## src/rtl/core/lut3d_pkg.sv

```systemverilog
// shared types and constants of the 3d lut trilinear color mapper
// no dependencies; imported by lut3d_ctrl, lut3d_datapath and the top level
package lut3d_pkg;

  // lattice and table geometry
  localparam int unsigned MaxGridPoints = 17;
  localparam int unsigned MinGridPoints = 2;
  localparam int unsigned GridReset     = 17;
  localparam int unsigned TableDepth    = MaxGridPoints * MaxGridPoints * MaxGridPoints;
  localparam int unsigned IdxW          = $clog2(MaxGridPoints);
  localparam int unsigned AddrW         = $clog2(TableDepth);
  localparam int unsigned GridW         = 5;

  // value formats: signed 1.16 samples, 16-bit fractions
  localparam int unsigned ValW    = 18;
  localparam int unsigned FracW   = 16;
  localparam int unsigned CornerW = 3;
  localparam int unsigned NumCh   = 3;

  // request opcodes
  localparam logic OpWrite = 1'b0;
  localparam logic OpPixel = 1'b1;

  typedef enum logic [2:0] {
    StIdle,
    StBase,
    StRead,
    StWait,
    StLerpG0,
    StLerpG1,
    StFinish
  } ctrl_state_e;

  // operand selection of the per-channel interpolation lanes
  typedef enum logic [1:0] {
    StepB,
    StepG0,
    StepG1,
    StepR
  } lerp_step_e;

  typedef struct packed {
    logic               wr_en;
    logic               load;
    logic               base;
    logic               rd_en;
    logic [CornerW-1:0] corner;
    lerp_step_e         step;
    logic               out_load;
  } dp_cmd_t;

  typedef struct packed {
    logic out_free;
  } dp_status_t;

endpackage

```

## src/rtl/core/lut3d_ctrl.sv

```systemverilog
// sequencer of the 3d lut color mapper: accepts requests, walks the eight
// corner reads and the green and red interpolation steps; uses lut3d_pkg
module lut3d_ctrl import lut3d_pkg::*; (
  input  logic       clk_i,
  input  logic       rst_ni,
  input  logic       in_valid_i,
  input  logic       opcode_i,
  input  dp_status_t status_i,
  output logic       in_ready_o,
  output dp_cmd_t    cmd_o
);

  ctrl_state_e        state_q, state_d;
  logic [CornerW-1:0] corner_q, corner_d;

  // state and corner counter
  always_ff @(posedge clk_i or negedge rst_ni) begin
    if (!rst_ni) begin
      state_q  <= StIdle;
      corner_q <= '0;
    end else begin
      state_q  <= state_d;
      corner_q <= corner_d;
    end
  end

  // next state and datapath commands
  always_comb begin
    state_d      = state_q;
    corner_d     = corner_q;
    in_ready_o   = 1'b0;
    cmd_o        = '0;
    cmd_o.step   = StepB;
    cmd_o.corner = corner_q;
    unique case (state_q)
      StIdle: begin
        in_ready_o = 1'b1;
        if (in_valid_i) begin
          if (opcode_i == OpPixel) begin
            cmd_o.load = 1'b1;
            state_d    = StBase;
          end else begin
            cmd_o.wr_en = 1'b1;
          end
        end
      end
      StBase: begin
        cmd_o.base = 1'b1;
        corner_d   = '0;
        state_d    = StRead;
      end
      StRead: begin
        cmd_o.rd_en = 1'b1;
        corner_d    = corner_q + 1'b1;
        if (corner_q == '1) begin
          state_d = StWait;
        end
      end
      StWait: begin
        state_d = StLerpG0;
      end
      StLerpG0: begin
        cmd_o.step = StepG0;
        state_d    = StLerpG1;
      end
      StLerpG1: begin
        cmd_o.step = StepG1;
        state_d    = StFinish;
      end
      StFinish: begin
        cmd_o.step = StepR;
        if (status_i.out_free) begin
          cmd_o.out_load = 1'b1;
          state_d        = StIdle;
        end
      end
      default: begin
        state_d = StIdle;
      end
    endcase
  end

endmodule

```

## config.mk

```make
export PLATFORM = sky130hd
export DESIGN_NAME = lut3d_ctrl
export DESIGN_NICKNAME = d
export VERILOG_FILES = /design/src/rtl/core/lut3d_pkg.sv /design/src/rtl/core/lut3d_ctrl.sv
export SDC_FILE = /design/constraint.sdc
export NUM_CORES = 1
export LEC_CHECK = 0
export BUFFER_PORTS_ARGS = -buffer_cell sky130_fd_sc_hd__buf_2
export CORE_AREA = 2 2 39 41
export DETAILED_ROUTE_END_ITERATION = 8
export DIE_AREA = 0 0 41 43
export GPL_TIMING_DRIVEN = 0
export PLACE_DENSITY = 0.52
export SLEW_MARGIN = 20
export SYNTH_ARGS = -nofsm -noshare
export SYNTH_HDL_FRONTEND = slang
export SYNTH_SLANG_ARGS = --single-unit
```

## constraint.sdc

```tcl
create_clock -name clk_i -period 1.63 [get_ports clk_i]
set_input_delay 0.0815 -clock clk_i [delete_from_list [all_inputs] [get_ports clk_i]]
set_output_delay 0.0815 -clock clk_i [all_outputs]
set_load 0.05 [all_outputs]
```

==> metrics.txt, run 1 <==
period utilization=between 90 and 100%; I/O pins=16; fin. max-slew vios=0; global-route wire length before repair=roughly 1300 um; Crit. Startpoint=state_q[1]; FF+latch count, synth=6; Antenna diodes=0; Max-Slew Margin vs Limit=81.2%; Setup Crit Path Kind=reg2out; initial DRC count=6; H-tree level count=1; WP data arrival=about 1.5 ns; Hold Crit Class=in2reg; FMAX=about 650 MHz; Post-Syn Area=about 400 um^2; Die Y=approximately 43 um; Slowest cell on crit path=dfrtp_1; final wirelength=~840 um; status=finished clean; clk slew on worst S/H paths=0.04 ns; DRC viols=0; Initial Utilization=between 20% and 30%; Simple-Gate Fraction of Synth Area=31.8%; r2r startpoint=corner_q[0]; Seq/Total Area, Yosys=between 30% and 40%; most frequent cells in the layout=buf_2 (15), nor2b_1 (6), dfrtp_1 (6), clkbuf_4 (5); DIE AREA=between 0.0015 and 0.002 mm^2; final setup violating endpoints=0; NumNets Final=between 60 and 70; unrepaired setup endpoints after global routing=no; All-Layer GR Usage=a little under an eighth; yosys warns=0; DP Wirelength=approximately 600 um; synthesized net count=47; Pre-antenna DRT Iters=4; initial antenna violation count=0; Worst Tran Pin Value=~0.28 ns; # fillers=141; clock sink count=6; Synth Area in XOR/XNOR=0%; crit-path max FO=10; most common cell after layout, fill and taps aside=buf_2; post-synthesis adder-cell area fraction=between 6 and 7%; slowest stage delay, CP=0.41 ns; Avg Cell Area, Syn=just under 10 um^2; largest family of logic cells by synthesized area=simple AND/OR/NAND/NOR gates; mux share of post-synthesis cell area=0%; layout cells sized above 1=between 40 and 50%; critical path cell sequence=buf_2 -> nor3_4 -> and3b_2 -> clkbuf_4; Max-cap violations=0; Hold Crit Start=status_i; Clock Root Buffer=clkbuf_4; Routed WL per cell=between 10 and 15 um; Via Count=351; Syn-to-layout area delta=34.0%; core area=~0.0014 mm^2; worst path required time=around 1.6 ns; post-route minimum period=about 1.5 ns; CTS tree=built; Hold Vio Cnt, Final=0; Worst setup EP type=primary output; clock buffer count from CTS=3; Buffers on Ports=15; via count of the first global-routing pass=around 320; Worst setup SP type=register; Worst Skew=about 0.0033 ns; worst-skew pair later-pin latency=0.24 ns; Netlist cell types=17; chip width=about 41 um; pin count of the biggest net entering global routing=11; cell row count=14; Clock Path Buffers=2; Synth Area in Compound Gates=19.8%; Vias per Instance=about 4.7; ANT nets after route=0; Setup TNS=0 ns; GRT overflow=0; Post-Syn Instances=40; Placer Congestion=roughly 0.65; Fin Hold WS=0.171 ns
-- cells in the mapped netlist (all sizes together) --
library cell | instances | area share, %
ha | 2 | 6.3
a211oi | 2 | 3.8
nand2b | 3 | 4.7
o21ai | 2 | 2.5
o21bai | 1 | 1.9
and2 | 2 | 3.1
nor2 | 2 | 1.9
a22o | 1 | 2.2
and3 | 4 | 6.3
buf | 3 | 4.4
nor3 | 1 | 4.1
and3b | 1 | 2.2
nor2b | 6 | 9.4
a221o | 3 | 7.5
a21boi | 1 | 1.9
dfrtp | 6 | 38
-- critical path: cells and delay by family, from the launching register on --
kind,cells,cell delay [ns]
AND/OR/NAND/NOR,2,0.39
buffers and inverters,2,0.42
flip-flops,1,0.41
-- per-layer routing --
metal | GRT usage [%] | share of wire (%)
met1 | 17.2 | 51
met2 | 14.1 | 43
met3 | 1.57 | 6.0
met4 | 10.0 | 0
met5 | 0 | 0
-- logic make-up (layout without fill, tap and decap cells) --
family / Yosys count / count (layout)
and+or+nand+nor: 19 / 19
AOI/OAI and AO/OA: 10 / 10
DFF: 6 / 6
buffers and inverters: 3 / 22
adders and majority gates: 2 / 2
-- registers in the layout, summed over array words and instances, names as in the netlist --
name	count
corner_q	3
state_q	3
-- layout make-up --
class / instances / area [um^2] / share of cell area (%)
multi-input combinational: 31 / 233 / 43.7
buffer: 3 / 17.5 / 3.29
tap: 16 / 20.0 / 3.76
sequential: 6 / 150 / 28.2
clock buffer: 3 / 22.5 / 4.23
timing repair buffer: 16 / 90.1 / 16.9
-- final timing paths --
path	to	slack [ns]	cells past startpoint
min in group asynchronous	corner_q[2]	0.19	2
min reg2reg	corner_q[1]	0.55	1
max in group asynchronous	state_q[1]	1.29	2
max	cmd_o[9]	0.09	4
min	state_q[1]	0.17	3
max reg2reg	corner_q[2]	0.20	4
-- stage by stage --
stage | setup slack [ns] | area [um^2] | std cells | util, %
3_5_place_dp | 0.198 | 495 | 71 | 35.8
5_1_grt | 0.00433 | 533 | 75 | 38.5
2_1_floorplan | 0.000198 | 400 | 40 | -
6_report | 0.0868 | 533 | 75 | 38.5
3_3_place_gp | 0.223 | 495 | 71 | 35.8
4_1_cts | 0.0371 | 528 | 75 | 38.2
-- repair_timing --
action / 4_1_cts / 5_1_grt
hold buffers: 1 / 0
hold endpoints to repair: 6 / 0
endpoints found under the setup margin: 0 / 2
setup buffers: 0 / 0
gates resized for setup: 0 / 2
Power of run 1 is left out: the tool's default activity adds up to more than one toggle a clock period on the data nets, which glitch-free logic cannot reach.
==> inputs of run 2 (changes only) <==
==> constraint.sdc (replaced) <==
create_clock -name clk_i -period 1.63 [get_ports clk_i]
set_input_delay 0.0815 -clock clk_i [delete_from_list [all_inputs] [get_ports clk_i]]
set_output_delay 0.0815 -clock clk_i [all_outputs]
set_load 0.1 [all_outputs]
==> metrics.txt, run 2 (synthesis results as in run 1) <==
initial DRC count=3; DRC viols=0; ANT nets after route=0; GRT overflow=0; layout cells sized above 1=53.3%; worst path required time=between 1.5 and 2 ns; Worst Skew=around 0.0045 ns; WP data arrival=roughly 1.5 ns; post-CTS setup buffers=0; Worst setup SP type=register; Buffers on Ports=15; pin count of the biggest net entering global routing=11; Top Registers=corner_q x3, state_q x3; Worst Tran Pin Value=0.483 ns; Clock Root Buffer=clkbuf_4; chip width=about 41 um; All-Layer GR Usage=about 11%; initial antenna violation count=0; Vias per Instance=about 4.8; CTS tree=built; Initial Utilization=between 20% and 30%; status=finished clean; clk slew on worst S/H paths=~0.04 ns; reg2reg end=corner_q[2]; Worst setup EP type=primary output; Max-cap violations=0; final wirelength=872 um; DP Wirelength=around 620 um; NumNets Final=a little under 70; cell row count=14; final std cells w/o fill=between 70 and 80; Syn-to-layout area delta=48.1%; period utilization=94.4%; Placed Cells=71; Pre-antenna DRT Iters=3; Die Y=around 43 um; most common cell after layout, fill and taps aside=buf_2; Hold Crit Class=in2reg; H-tree level count=1; Setup Crit Path Kind=reg2out; via count of the first global-routing pass=between 300 and 400; Max-Slew Margin vs Limit=68.0%; DIE AREA=between 0.0015 and 0.002 mm^2; Clock Path Buffers=2; clock buffer count from CTS=3; Via Count=around 360; CP Capture Point=cmd_o[2]; FMAX=approximately 650 MHz; Routed WL per cell=~11 um; Antenna diodes=0; FF-to-FF setup slack=around 0.15 ns; Hold Vio Cnt, Final=0; core area=0.00138 mm^2; global-route wire length before repair=1300 um; Reg2Reg Depth=4; I/O pins=16; post-route minimum period=about 1.5 ns; crit-path max FO=10; most frequent cells in the layout=buf_2 (10), clkbuf_4 (5), nor2b_1 (4); final setup violating endpoints=0; worst-skew pair later-pin latency=roughly 0.24 ns; unrepaired setup endpoints after global routing=no; fin. max-slew vios=0; clock sink count=6; Crit. Startpoint=state_q[1]; r2r startpoint=corner_q[0]; Placer Congestion=roughly 0.66
## run 2: cell types whose count changed in the layout (fill, tap and decap cells not counted), moves of 2 or more
cell / before / now
dfrtp_4: 0 / 2
buf_2: 15 / 10
dfrtp_1: 6 / 3
nor2b_1: 6 / 4
buf_4: 1 / 3
buf_6: 0 / 3
nor2b_2: 0 / 2
## run 2: how the worst min path moves through the flow
stage,slack (ns),cells past startpoint,to,from
global route,0.20,2,state_q[0],rst_ni
detailed placement,-0.08,1,corner_q[1],rst_ni
CTS,0.16,3,state_q[1],status_i
global placement,-0.08,1,corner_q[1],rst_ni
floorplan,-0.21,0,corner_q[2],rst_ni
finish,0.16,3,state_q[1],status_i
## run 2: critical path, stage by stage, from the launching register on
cell	delay (ns)
dfrtp_1	0.40
buf_2	0.20
nand2b_1	0.18
a21boi_2	0.14
buf_4	0.29
## run 2: per-stage QoR
stage | setup slack [ns] | setup TNS, ns | util (%) | hold slack, ns | cell area (um^2)
5_1_grt | 0.00355 | 0 | 42.6 | 0.199 | 589
2_1_floorplan | -0.367 | -0.791 | - | -0.214 | 433
3_3_place_gp | 0.165 | 0 | 38.2 | -0.0833 | 528
6_report | 0.0908 | 0 | 42.6 | 0.165 | 589
3_5_place_dp | 0.158 | 0 | 38.2 | -0.0844 | 528
4_1_cts | 0.0241 | 0 | 41.7 | 0.164 | 577
## run 2: final cells by class
cell class | instances | area (um^2)
clock buffers | 4 | 26.3
fillers | 146 | 795
flip-flops and latches | 6 | 159
multi-input cells | 31 | 253
repair buffers | 16 | 110
plain buffers | 3 | 21.3
well taps | 16 | 20.0
## run 2: layer usage
metal  vias to the layer above  GRT usage (%)  routed length (um)
met4                         0           8.00                   0
met1                       163           13.1                 410
met3                         0           1.57                  40
met2                        13           17.8                 422
li1                        185              -                   -
met5                         -              0                   0
## run 2: what timing repair did
action	4_1_cts	5_1_grt
endpoints found under the setup margin	5	4
endpoints found under the hold margin	6	0
gates cloned	0	0
hold buffers	1	0
gates resized for setup	5	4
Power of run 2 is left out for the same reason.
